==> src/hw/rtl/hba_pkg.sv <==
// Shared constants, types and codes of the heap block allocator.
`timescale 1ns / 1ps
package hba_pkg;

    localparam int CHUNK_UNITS = 256;
    localparam int MAX_CHUNKS  = 16;
    localparam int MAX_BLOCKS  = 64;

    localparam int TOTAL_UNITS = CHUNK_UNITS * MAX_CHUNKS;
    localparam int START_W     = $clog2(TOTAL_UNITS);
    localparam int SIZE_W      = $clog2(TOTAL_UNITS + 1);
    localparam int IDX_W       = $clog2(MAX_BLOCKS);
    localparam int CNT_W       = $clog2(MAX_BLOCKS + 1);
    localparam int CHK_W       = $clog2(MAX_CHUNKS + 1);
    localparam int NEED_W      = 14;
    localparam int SZC_W       = ((SIZE_W > NEED_W) ? SIZE_W : NEED_W) + 1;
    localparam int CMP_W       = ((START_W + 5) > 16) ? (START_W + 5) : 17;

    localparam logic [1:0] FIT_BEST  = 2'd0;
    localparam logic [1:0] FIT_FIRST = 2'd1;
    localparam logic [1:0] FIT_WORST = 2'd2;
    localparam logic [1:0] FIT_NEXT  = 2'd3;

    localparam logic CMD_ALLOC = 1'b0;
    localparam logic CMD_FREE  = 1'b1;

    typedef enum logic [1:0] {
        ST_OK        = 2'd0,
        ST_SIZE_ZERO = 2'd1,
        ST_OOM       = 2'd2,
        ST_BAD_FREE  = 2'd3
    } t_status;

    typedef struct packed {
        logic [START_W-1:0] start;
        logic [SIZE_W-1:0]  size;
        logic               is_free;
    } t_entry;

    localparam int ENTRY_W = $bits(t_entry);

endpackage

==> src/hw/rtl/hba_req_if.sv <==
// Request channel: command, size and address with valid/ready.
`timescale 1ns / 1ps
interface hba_req_if;
    logic        valid;
    logic        ready;
    logic        cmd;
    logic [15:0] size_bytes;
    logic [15:0] address;

    modport source (output valid, cmd, size_bytes, address, input ready);
    modport sink   (input valid, cmd, size_bytes, address, output ready);
endinterface

==> src/hw/rtl/hba_rsp_if.sv <==
// Response channel: data address and status with valid/ready.
`timescale 1ns / 1ps
interface hba_rsp_if;
    logic        valid;
    logic        ready;
    logic [15:0] data_address;
    logic [1:0]  status;

    modport source (output valid, data_address, status, input ready);
    modport sink   (input valid, data_address, status, output ready);
endinterface

==> src/hw/rtl/hba_ram.sv <==
// Generic simple dual-port RAM with registered read.
`timescale 1ns / 1ps
module hba_ram #(
    parameter int WIDTH = 8,
    parameter int DEPTH = 16
) (
    input  logic                     i_clk,
    input  logic                     i_we,
    input  logic [$clog2(DEPTH)-1:0] i_waddr,
    input  logic [WIDTH-1:0]         i_wdata,
    input  logic [$clog2(DEPTH)-1:0] i_raddr,
    output logic [WIDTH-1:0]         o_rdata
);
    logic [WIDTH-1:0] r_mem [DEPTH];
    logic [WIDTH-1:0] r_rdata;

    always_ff @(posedge i_clk) begin
        if (i_we) begin
            r_mem[i_waddr] <= i_wdata;
        end
        r_rdata <= r_mem[i_raddr];
    end

    assign o_rdata = r_rdata;
endmodule

==> src/hw/rtl/heap_block_allocator.sv <==
// Top level of the heap block allocator: sequencer around the block table RAM.
`timescale 1ns / 1ps
// Usage:
//   req (sink): one beat per command. cmd selects allocate or free; size_bytes is
//     the payload of an allocate, address the data offset of a free.
//   rsp (source): one beat per request with data_address and status.
//   i_cfg_we / i_cfg_wdata: write the fit strategy (best, first, worst, next).
//     Write only while no request is in flight.
// The block table lives in a 64-entry RAM read one entry at a time (address state,
// then data state). Each request scans the table in address order:
//   allocate: one search pass over the blocks, one more pass per chunk
//     added, one mark-lookup pass for next fit, plus the entries moved
//     on a split; free: a lookup pass plus the entries moved on each
//     merge. The worst case is next fit over a large table while all chunks
//     are added; a zero size or null free goes straight to the done state,
//     and the next request is taken once its response is registered.
// A new request is taken only when the sequencer is idle; the finished response
// sits in an output register, so the next request may start while it waits.
// Reset (synchronous, active low) empties the table, drops all chunks, clears the
// next-fit mark and selects best fit. No clearing pass is needed: only entries
// below the block count are ever read.
module heap_block_allocator (
    input  logic                i_clk,
    input  logic                i_rst_n,
    hba_req_if.sink             req,
    hba_rsp_if.source           rsp,
    input  logic                i_cfg_we,
    input  logic [1:0]          i_cfg_wdata
);
    typedef enum logic [15:0] {
        S_IDLE     = 16'h0001,
        S_PICK     = 16'h0002,
        S_SCAN_RD  = 16'h0004,
        S_SCAN_DT  = 16'h0008,
        S_CHOSE    = 16'h0010,
        S_GROW     = 16'h0020,
        S_SPLIT_WR = 16'h0040,
        S_ALLOC_WR = 16'h0080,
        S_LEFT_RD  = 16'h0100,
        S_LEFT_DT  = 16'h0200,
        S_RIGHT_RD = 16'h0400,
        S_RIGHT_DT = 16'h0800,
        S_FREE_WR  = 16'h1000,
        S_SH_RD    = 16'h2000,
        S_SH_WR    = 16'h4000,
        S_DONE     = 16'h8000
    } t_state;

    typedef enum logic [1:0] {
        SM_MARK,
        SM_PICK,
        SM_FREE
    } t_scan_mode;

    t_state                          r_state;
    t_state                          r_ret;
    t_scan_mode                      r_mode;
    logic [1:0]                      r_strategy;
    logic [hba_pkg::CNT_W-1:0]       r_count;
    logic [hba_pkg::CHK_W-1:0]       r_chunks;
    logic [hba_pkg::START_W-1:0]     r_mark;
    logic                            r_mark_vld;
    logic [hba_pkg::IDX_W-1:0]       r_idx;
    logic [hba_pkg::CNT_W-1:0]       r_left;
    logic                            r_found;
    logic [hba_pkg::IDX_W-1:0]       r_c;
    logic [hba_pkg::START_W-1:0]     r_c_start;
    logic [hba_pkg::SIZE_W-1:0]      r_c_size;
    logic [hba_pkg::SIZE_W-1:0]      r_best;
    logic [hba_pkg::NEED_W-1:0]      r_need;
    logic [15:0]                     r_address;
    logic [hba_pkg::IDX_W-1:0]       r_k;
    logic [hba_pkg::IDX_W-1:0]       r_sh;
    logic [hba_pkg::IDX_W-1:0]       r_sh_end;
    logic                            r_sh_dn;
    logic [hba_pkg::START_W-1:0]     r_cur_start;
    logic [hba_pkg::SIZE_W-1:0]      r_cur_size;
    logic [15:0]                     r_res_data;
    hba_pkg::t_status                r_res_status;
    logic                            r_out_vld;
    logic [15:0]                     r_out_data;
    hba_pkg::t_status                r_out_status;

    logic                            ram_we;
    logic [hba_pkg::IDX_W-1:0]       ram_waddr;
    hba_pkg::t_entry                 ram_wdata;
    logic [hba_pkg::IDX_W-1:0]       ram_raddr;
    logic [hba_pkg::ENTRY_W-1:0]     ram_rdata;
    hba_pkg::t_entry                 ent;

    logic                            scan_last;
    logic [hba_pkg::IDX_W-1:0]       scan_nxt;
    logic                            ent_fit;
    logic                            mark_hit;
    logic [hba_pkg::SIZE_W-1:0]      ent_diff;
    logic [hba_pkg::CMP_W-1:0]       ent_daddr;
    logic [hba_pkg::CMP_W-1:0]       c_daddr;
    logic [hba_pkg::NEED_W-1:0]      in_need;
    logic [hba_pkg::SZC_W-1:0]       need_plus3;
    logic                            table_full;

    hba_ram #(
        .WIDTH (hba_pkg::ENTRY_W),
        .DEPTH (hba_pkg::MAX_BLOCKS)
    ) u_table (
        .i_clk   (i_clk),
        .i_we    (ram_we),
        .i_waddr (ram_waddr),
        .i_wdata (ram_wdata),
        .i_raddr (ram_raddr),
        .o_rdata (ram_rdata)
    );

    assign ent        = hba_pkg::t_entry'(ram_rdata);
    assign scan_last  = (r_left == hba_pkg::CNT_W'(1));
    assign scan_nxt   = ((hba_pkg::CNT_W'(r_idx) + hba_pkg::CNT_W'(1)) == r_count)
                        ? '0 : r_idx + hba_pkg::IDX_W'(1);
    assign ent_fit    = ent.is_free
                        && (hba_pkg::SZC_W'(ent.size) >= hba_pkg::SZC_W'(r_need));
    assign mark_hit   = ent.is_free && (ent.start == r_mark);
    assign ent_diff   = ent.size - hba_pkg::SIZE_W'(r_need);
    assign ent_daddr  = (hba_pkg::CMP_W'(ent.start) << 4) + hba_pkg::CMP_W'(32);
    assign c_daddr    = (hba_pkg::CMP_W'(r_c_start) << 4) + hba_pkg::CMP_W'(32);
    assign in_need    = hba_pkg::NEED_W'(((18'(req.size_bytes) + 18'd15) >> 4) + 18'd2);
    assign need_plus3 = hba_pkg::SZC_W'(r_need) + hba_pkg::SZC_W'(3);
    assign table_full = (r_count >= hba_pkg::CNT_W'(hba_pkg::MAX_BLOCKS));

    assign req.ready        = (r_state == S_IDLE);
    assign rsp.valid        = r_out_vld;
    assign rsp.data_address = r_out_data;
    assign rsp.status       = r_out_status;

    // RAM port drive
    always_comb begin
        ram_we    = 1'b0;
        ram_waddr = r_k;
        ram_wdata = '{start: r_cur_start, size: r_cur_size, is_free: 1'b1};
        ram_raddr = r_idx;
        unique case (r_state)
            S_GROW: begin
                ram_waddr = r_count[hba_pkg::IDX_W-1:0];
                ram_wdata = '{start: hba_pkg::START_W'(hba_pkg::START_W'(r_chunks)
                                     * hba_pkg::START_W'(hba_pkg::CHUNK_UNITS)),
                              size: hba_pkg::SIZE_W'(hba_pkg::CHUNK_UNITS),
                              is_free: 1'b1};
                ram_we    = (r_chunks < hba_pkg::CHK_W'(hba_pkg::MAX_CHUNKS))
                            && !table_full;
            end
            S_SPLIT_WR: begin
                ram_we    = 1'b1;
                ram_waddr = r_c + hba_pkg::IDX_W'(1);
                ram_wdata = '{start: r_c_start + hba_pkg::START_W'(r_need),
                              size: r_c_size - hba_pkg::SIZE_W'(r_need),
                              is_free: 1'b1};
            end
            S_ALLOC_WR: begin
                ram_we    = 1'b1;
                ram_waddr = r_c;
                ram_wdata = '{start: r_c_start, size: r_c_size, is_free: 1'b0};
            end
            S_FREE_WR: begin
                ram_we    = 1'b1;
            end
            S_LEFT_RD: ram_raddr = r_k - hba_pkg::IDX_W'(1);
            S_RIGHT_RD: ram_raddr = r_k + hba_pkg::IDX_W'(1);
            S_SH_RD: ram_raddr = r_sh_dn ? r_sh - hba_pkg::IDX_W'(1)
                                         : r_sh + hba_pkg::IDX_W'(1);
            S_SH_WR: begin
                ram_we    = 1'b1;
                ram_waddr = r_sh;
                ram_wdata = ent;
            end
            default: ;
        endcase
    end

    always_ff @(posedge i_clk) begin
        if (!i_rst_n) begin
            r_state    <= S_IDLE;
            r_ret      <= S_IDLE;
            r_mode     <= SM_PICK;
            r_strategy <= hba_pkg::FIT_BEST;
            r_count    <= '0;
            r_chunks   <= '0;
            r_mark_vld <= 1'b0;
            r_out_vld  <= 1'b0;
            r_found    <= 1'b0;
        end else begin
            if (i_cfg_we) begin
                r_strategy <= i_cfg_wdata;
            end
            if (rsp.ready && r_state != S_DONE) begin
                r_out_vld <= 1'b0;
            end
            unique case (r_state)
                S_IDLE: begin
                    if (req.valid) begin
                        r_need     <= in_need;
                        r_address  <= req.address;
                        r_res_data <= '0;
                        if (req.cmd == hba_pkg::CMD_ALLOC) begin
                            if (req.size_bytes == 16'd0) begin
                                r_res_status <= hba_pkg::ST_SIZE_ZERO;
                                r_state      <= S_DONE;
                            end else begin
                                r_state <= S_PICK;
                            end
                        end else if (req.address == 16'd0) begin
                            r_res_status <= hba_pkg::ST_OK;
                            r_state      <= S_DONE;
                        end else if (r_count == '0) begin
                            r_res_status <= hba_pkg::ST_BAD_FREE;
                            r_state      <= S_DONE;
                        end else begin
                            r_mode  <= SM_FREE;
                            r_idx   <= '0;
                            r_left  <= r_count;
                            r_state <= S_SCAN_RD;
                        end
                    end
                end
                S_PICK: begin
                    r_found <= 1'b0;
                    r_best  <= '0;
                    r_idx   <= '0;
                    r_left  <= r_count;
                    if (r_count == '0) begin
                        r_state <= S_GROW;
                    end else begin
                        r_mode  <= (r_strategy == hba_pkg::FIT_NEXT && r_mark_vld)
                                   ? SM_MARK : SM_PICK;
                        r_state <= S_SCAN_RD;
                    end
                end
                S_SCAN_RD: r_state <= S_SCAN_DT;
                S_SCAN_DT: begin
                    case (r_mode)
                        SM_MARK: begin
                            // restart as a circular pick after the mark, or from 0
                            if (mark_hit || scan_last) begin
                                r_mode <= SM_PICK;
                                r_left <= r_count;
                                r_idx  <= mark_hit ? scan_nxt : '0;
                            end else begin
                                r_left <= r_left - hba_pkg::CNT_W'(1);
                                r_idx  <= scan_nxt;
                            end
                            r_state <= S_SCAN_RD;
                        end
                        SM_PICK: begin
                            logic take;
                            logic stop;
                            take = 1'b0;
                            stop = 1'b0;
                            case (r_strategy)
                                hba_pkg::FIT_BEST: take = ent_fit
                                                          && (!r_found || ent_diff < r_best);
                                hba_pkg::FIT_WORST: take = ent_fit && ent.size > r_best;
                                default: begin
                                    take = ent_fit;
                                    stop = ent_fit;
                                end
                            endcase
                            if (take) begin
                                r_found   <= 1'b1;
                                r_c       <= r_idx;
                                r_c_start <= ent.start;
                                r_c_size  <= ent.size;
                                r_best    <= (r_strategy == hba_pkg::FIT_BEST)
                                             ? ent_diff : ent.size;
                            end
                            r_idx   <= scan_nxt;
                            r_left  <= r_left - hba_pkg::CNT_W'(1);
                            r_state <= (stop || scan_last) ? S_CHOSE : S_SCAN_RD;
                        end
                        default: begin
                            r_idx  <= scan_nxt;
                            r_left <= r_left - hba_pkg::CNT_W'(1);
                            if (!ent.is_free && ent_daddr == hba_pkg::CMP_W'(r_address)) begin
                                r_k         <= r_idx;
                                r_cur_start <= ent.start;
                                r_cur_size  <= ent.size;
                                r_state     <= S_LEFT_RD;
                            end else if (scan_last) begin
                                r_res_status <= hba_pkg::ST_BAD_FREE;
                                r_state      <= S_DONE;
                            end else begin
                                r_state <= S_SCAN_RD;
                            end
                        end
                    endcase
                end
                S_CHOSE: begin
                    if (!r_found) begin
                        r_state <= S_GROW;
                    end else if (hba_pkg::SZC_W'(r_c_size) >= need_plus3 && !table_full) begin
                        // open a slot after the chosen block
                        r_sh     <= r_count[hba_pkg::IDX_W-1:0];
                        r_sh_end <= r_c + hba_pkg::IDX_W'(1);
                        r_sh_dn  <= 1'b1;
                        r_count  <= r_count + hba_pkg::CNT_W'(1);
                        r_ret    <= S_SPLIT_WR;
                        r_state  <= S_SH_RD;
                    end else begin
                        r_state <= S_ALLOC_WR;
                    end
                end
                S_GROW: begin
                    if (r_chunks >= hba_pkg::CHK_W'(hba_pkg::MAX_CHUNKS) || table_full) begin
                        r_res_status <= hba_pkg::ST_OOM;
                        r_state      <= S_DONE;
                    end else begin
                        r_count  <= r_count + hba_pkg::CNT_W'(1);
                        r_chunks <= r_chunks + hba_pkg::CHK_W'(1);
                        r_state  <= S_PICK;
                    end
                end
                S_SPLIT_WR: begin
                    r_c_size <= hba_pkg::SIZE_W'(r_need);
                    r_state  <= S_ALLOC_WR;
                end
                S_ALLOC_WR: begin
                    r_res_data   <= c_daddr[15:0];
                    r_res_status <= hba_pkg::ST_OK;
                    r_state      <= S_DONE;
                end
                S_LEFT_RD: begin
                    r_state <= (r_k == '0) ? S_RIGHT_RD : S_LEFT_DT;
                end
                S_LEFT_DT: begin
                    if (ent.is_free) begin
                        r_cur_start <= ent.start;
                        r_cur_size  <= r_cur_size + ent.size;
                        r_sh        <= r_k;
                        r_sh_end    <= hba_pkg::IDX_W'(r_count - hba_pkg::CNT_W'(1));
                        r_sh_dn     <= 1'b0;
                        r_count     <= r_count - hba_pkg::CNT_W'(1);
                        r_k         <= r_k - hba_pkg::IDX_W'(1);
                        r_ret       <= S_RIGHT_RD;
                        r_state     <= S_SH_RD;
                    end else begin
                        r_state <= S_RIGHT_RD;
                    end
                end
                S_RIGHT_RD: begin
                    r_state <= ((hba_pkg::CNT_W'(r_k) + hba_pkg::CNT_W'(1)) < r_count)
                               ? S_RIGHT_DT : S_FREE_WR;
                end
                S_RIGHT_DT: begin
                    if (ent.is_free) begin
                        r_cur_size <= r_cur_size + ent.size;
                        r_sh       <= r_k + hba_pkg::IDX_W'(1);
                        r_sh_end   <= hba_pkg::IDX_W'(r_count - hba_pkg::CNT_W'(1));
                        r_sh_dn    <= 1'b0;
                        r_count    <= r_count - hba_pkg::CNT_W'(1);
                        r_ret      <= S_FREE_WR;
                        r_state    <= S_SH_RD;
                    end else begin
                        r_state <= S_FREE_WR;
                    end
                end
                S_FREE_WR: begin
                    r_mark       <= r_cur_start;
                    r_mark_vld   <= 1'b1;
                    r_res_status <= hba_pkg::ST_OK;
                    r_state      <= S_DONE;
                end
                S_SH_RD: begin
                    r_state <= (r_sh == r_sh_end) ? r_ret : S_SH_WR;
                end
                S_SH_WR: begin
                    r_sh    <= r_sh_dn ? r_sh - hba_pkg::IDX_W'(1)
                                       : r_sh + hba_pkg::IDX_W'(1);
                    r_state <= S_SH_RD;
                end
                S_DONE: begin
                    // hold until the output register is free
                    if (!r_out_vld || rsp.ready) begin
                        r_out_vld    <= 1'b1;
                        r_out_data   <= r_res_data;
                        r_out_status <= r_res_status;
                        r_state      <= S_IDLE;
                    end
                end
                default: r_state <= S_IDLE;
            endcase
        end
    end
endmodule
==> src/flat_wrapper.sv <==
// flat-port wrapper written by rule: the top's interface ports become plain ports
module heap_block_allocator_flat 
  (i_clk, i_rst_n, i_cfg_we, i_cfg_wdata, req_valid, req_cmd, req_size_bytes, req_address, req_ready, rsp_valid, rsp_data_address, rsp_status, rsp_ready);
  hba_req_if req_i ();
  hba_rsp_if rsp_i ();
  input  logic i_clk;
  input  logic i_rst_n;
  input  logic i_cfg_we;
  input  logic [1:0] i_cfg_wdata;
  input wire logic [$bits(req_i.valid)-1:0] req_valid;
  input wire logic [$bits(req_i.cmd)-1:0] req_cmd;
  input wire logic [$bits(req_i.size_bytes)-1:0] req_size_bytes;
  input wire logic [$bits(req_i.address)-1:0] req_address;
  output wire logic [$bits(req_i.ready)-1:0] req_ready;
  output wire logic [$bits(rsp_i.valid)-1:0] rsp_valid;
  output wire logic [$bits(rsp_i.data_address)-1:0] rsp_data_address;
  output wire logic [$bits(rsp_i.status)-1:0] rsp_status;
  input wire logic [$bits(rsp_i.ready)-1:0] rsp_ready;
  assign req_i.valid = req_valid;
  assign req_i.cmd = req_cmd;
  assign req_i.size_bytes = req_size_bytes;
  assign req_i.address = req_address;
  assign req_ready = req_i.ready;
  assign rsp_valid = rsp_i.valid;
  assign rsp_data_address = rsp_i.data_address;
  assign rsp_status = rsp_i.status;
  assign rsp_i.ready = rsp_ready;
  heap_block_allocator u_core (.i_clk(i_clk), .i_rst_n(i_rst_n), .req(req_i), .rsp(rsp_i), .i_cfg_we(i_cfg_we), .i_cfg_wdata(i_cfg_wdata));
endmodule
==> config.mk <==
export PLATFORM = sky130hd
export DESIGN_NAME = heap_block_allocator_flat
export DESIGN_NICKNAME = d
export VERILOG_FILES = /design/src/hw/rtl/hba_pkg.sv /design/src/hw/rtl/hba_req_if.sv /design/src/hw/rtl/hba_rsp_if.sv /design/src/hw/rtl/hba_ram.sv /design/src/hw/rtl/heap_block_allocator.sv /design/src/flat_wrapper.sv
export SDC_FILE = /design/constraint.sdc
export NUM_CORES = 2
export LEC_CHECK = 0
export BUFFER_PORTS_ARGS = -buffer_cell sky130_fd_sc_hd__buf_2
export CAP_MARGIN = 20
export CORE_ASPECT_RATIO = 0.6
export CORE_MARGIN = 2
export CORE_UTILIZATION = 40
export CTS_CLUSTER_DIAMETER = 60
export DETAILED_ROUTE_END_ITERATION = 10
export PLACE_DENSITY_LB_ADDON = 0.08
export SKIP_CTS_REPAIR_TIMING = 1
export SYNTH_ARGS = -nofsm -noshare
export SYNTH_HDL_FRONTEND = slang
export SYNTH_SLANG_ARGS = --single-unit
==> constraint.sdc <==
create_clock -name i_clk -period 17.57 [get_ports i_clk]
set_input_delay 4.3925 -clock i_clk [delete_from_list [all_inputs] [get_ports i_clk]]
set_output_delay 4.3925 -clock i_clk [all_outputs]
set_load 0.01 [all_outputs]
==> results.sh <==
export IMPL_status="finished clean"
export IMPL_synth_distinct_cells=80
export IMPL_yosysTopAreaCell="edfxtp_1"
export IMPL_synthCells=6335
export IMPL_dp_hpwl_mm=155.0
export IMPL_ys_top_cells_by_area="edfxtp_1 69%, nand2_1 7.2%, nand3_1 3.6%, ha_1 1.7%, dfxtp_1 1.6%"
export IMPL_portBuffers=55
export IMPL_fill_cells=17950
export IMPL_synth_common_cells="1835 x edfxtp_1, 1535 x nand2_1, 582 x nand3_1"
export IMPL_finalSetupViolCount=0
export IMPL_finalSetupTns_ps=0
export IMPL_grt_pass1_wl_mm=375.1
export IMPL_final_nets=6573
export IMPL_min_period_over_period_pct=42.60
export IMPL_reg2reg_slack_ps=10600
export IMPL_power_leakage_nw=31.19
export IMPL_powerDensity_mw_per_mm2=98.70
export IMPL_start_util_pct=40.20
export IMPL_skew_ps=44.11
export IMPL_grt_max_degree=159
export IMPL_worstMarginPinSlew_ps=1202
export IMPL_coreArea_mm2=0.1994
export IMPL_rsz0062_at_grt="no"
export IMPL_routedWlPerCell_um=28.81
export IMPL_worstSkewPairLatency_ps=830
export IMPL_synth_warnings=0
export IMPL_cts_tree="built"
export IMPL_drc=0
export IMPL_syn_area_mm2=0.08017
export IMPL_vias_per_cell=5.776
export IMPL_worst_setup_path_end_kind="output port"
export IMPL_place_congestion=0.8889
export IMPL_area_growth_pct=12.96
export IMPL_synth_ff_type="edfxtp_1"
export IMPL_ant_nets=0
export IMPL_cts_max_path_buffers=4
export IMPL_critPathKind="flop to output port"
export IMPL_whs_ps=420.6
export IMPL_clk_pin_slew_ps=60
export IMPL_maxSlewViolCount=0
export IMPL_die_width_um=582.0
export IMPL_yosys_cell_count_top_type="edfxtp_1"
export IMPL_arrival_ps=3090
export IMPL_peakVddDrop_mv=0.07467
export IMPL_grt_usage_pct=25.57
export IMPL_synth_edff_count=1835
export IMPL_dieHeight_um=350.8
export IMPL_cp_max_fo=6
export IMPL_startpoint_type="flop"
export IMPL_relSlewSlack_pct=18.83
export IMPL_clock_sinks=1900
export IMPL_dieArea_mm2=0.2041
export IMPL_synth_seq_cells=1900
export IMPL_post_route_min_period_ps=7485
export IMPL_cts_root_buffer="clkbuf_16"
export IMPL_worstPathRequired_ps=13180
export IMPL_drt_wl_total_mm=266.2
export IMPL_num_vias=53380
export IMPL_max_cap_viol_count=0
export IMPL_async_reset_ff_share_pct=0
export IMPL_pin_count=60
export IMPL_drive_above_1_share_pct=9.970
export IMPL_synth_top_cell_area_share_pct=68.73
export IMPL_grt_pass1_vias=49250
export IMPL_syn_area_per_cell_um2=12.65
export IMPL_fmax_mhz=133.6
export IMPL_ys_seq_area_share_pct=70.36
export IMPL_dr_pass1_iters=6
export IMPL_htreeDepth=4
export IMPL_overflow=0
export IMPL_drtIter0Drc=6488
export IMPL_antenna_found_initial=41
export IMPL_hold_path_class="flop to flop"
export IMPL_hold_violations=0
export IMPL_numCtsBuffers=186
export IMPL_num_rows=127
[layer usage]
layer	up-vias	share of wire, %	track usage [%]
met4	34	1.2	3.700
met2	2088	40	34.55
li1	23730	-	-
met5	-	0.087	0
met1	27260	48	40.56
met3	275	10	7.631
[kinds of logic after synthesis]
| family | synth area share (%) |
|---|---|
| other | 0.004678 |
| muxes | 1.236 |
| xor gates and xnor gates | 1.639 |
| buffers and inverters | 2.341 |
| adders and majority gates | 1.867 |
| DFF | 70.36 |
| AOI/OAI and AO/OA | 6.766 |
| and+or+nand+nor | 15.79 |
[metrics by stage]
step	worst slack [ps]	instances	power (mW)	utilization, %	cell area [µm²]
after floorplan	11200	6339	5.085	-	80180
after global placement	10450	8859	5.128	42.40	84560
after detailed placement	10790	8865	5.130	42.45	84650
after CTS	10140	9195	9.006	45.31	90360
after global routing	10010	9206	9.193	45.37	90470
final	10090	9242	8.938	45.41	90560
[registers in the layout (all words and copies together) (netlist names), 6 cells and up]
| register | cells |
|---|---|
| u_core.r_address | 16 |
| u_core.r_best | 13 |
| u_core.r_c | 6 |
| u_core.r_c_size | 13 |
| u_core.r_c_start | 12 |
| u_core.r_count | 7 |
| u_core.r_cur_size | 13 |
| u_core.r_cur_start | 12 |
| u_core.r_idx | 6 |
| u_core.r_k | 6 |
| u_core.r_left | 7 |
| u_core.r_mark | 12 |
| u_core.r_need | 14 |
| u_core.r_res_data | 12 |
| u_core.r_sh | 6 |
| u_core.r_sh_end | 6 |
| u_core.r_state | 16 |
| u_core.rsp.data_address | 12 |
| u_core.u_table.o_rdata | 26 |
| u_core.u_table.r_mem | 1664 |
[path summary, 6_finish.rpt]
| kind | startpoint | end | depth (start not counted) |
|---|---|---|---|
| worst max-delay path | u_core.r_state[6] | req_ready | 5 |
| worst max register to register | u_core.r_state[1] | u_core.u_table.o_rdata[22] | 12 |
| worst min-delay path | u_core.r_res_data[4] | u_core.rsp.data_address[4] | 0 |
| worst min register to register | u_core.r_res_data[4] | u_core.rsp.data_address[4] | 0 |
[worst max-delay path, stage by stage, from the launching register on]
cell	delay, ps
dfxtp_1	380
nor4_4	460
and3_1	340
nand3_1	150
nor3b_1	660
buf_2	260
[where the power goes]
| group | switching (mW) | internal (mW) |
|---|---|---|
| logic | 0.0768 | 0.0453 |
| registers | 0.0119 | 4.90 |
| clock network | 1.75 | 2.16 |
| total | 1.84 | 7.10 |
[placed cells by master, fill, tap and decap left out, drive strengths merged, types with 16 or more instances in the layout]
cell type,count
a2111oi,28
a211oi,72
a21o,66
a21oi,114
a222oi,25
a311oi,30
a31oi,158
and3,200
buf,266
clkbuf,224
clkinv,82
dfxtp,65
diode,38
edfxtp,1835
ha,110
inv,74
mux2,16
mux2i,81
nand2,1535
nand3,582
nand4,51
nand4b,29
nor2,242
nor2b,16
nor3,39
nor4,38
o21ai,95
o221ai,23
o22ai,64
o311ai,25
or3,32
xnor2,93
xor2,57
[layout make-up]
| type | instances | area (µm²) | area share (%) |
|---|---|---|---|
| diodes | 38 | 95.09 | 0.1050 |
| clock buffers | 224 | 4903 | 5.415 |
| clock inverters | 106 | 807.0 | 0.8912 |
| inverters | 73 | 274.0 | 0.3026 |
| multi-input cells | 3990 | 22760 | 25.13 |
| flip-flops and latches | 1900 | 56400 | 62.28 |
| well taps | 2644 | 3308 | 3.653 |
| repair buffers | 267 | 2011 | 2.220 |
Power figures use the tool's default switching activity.
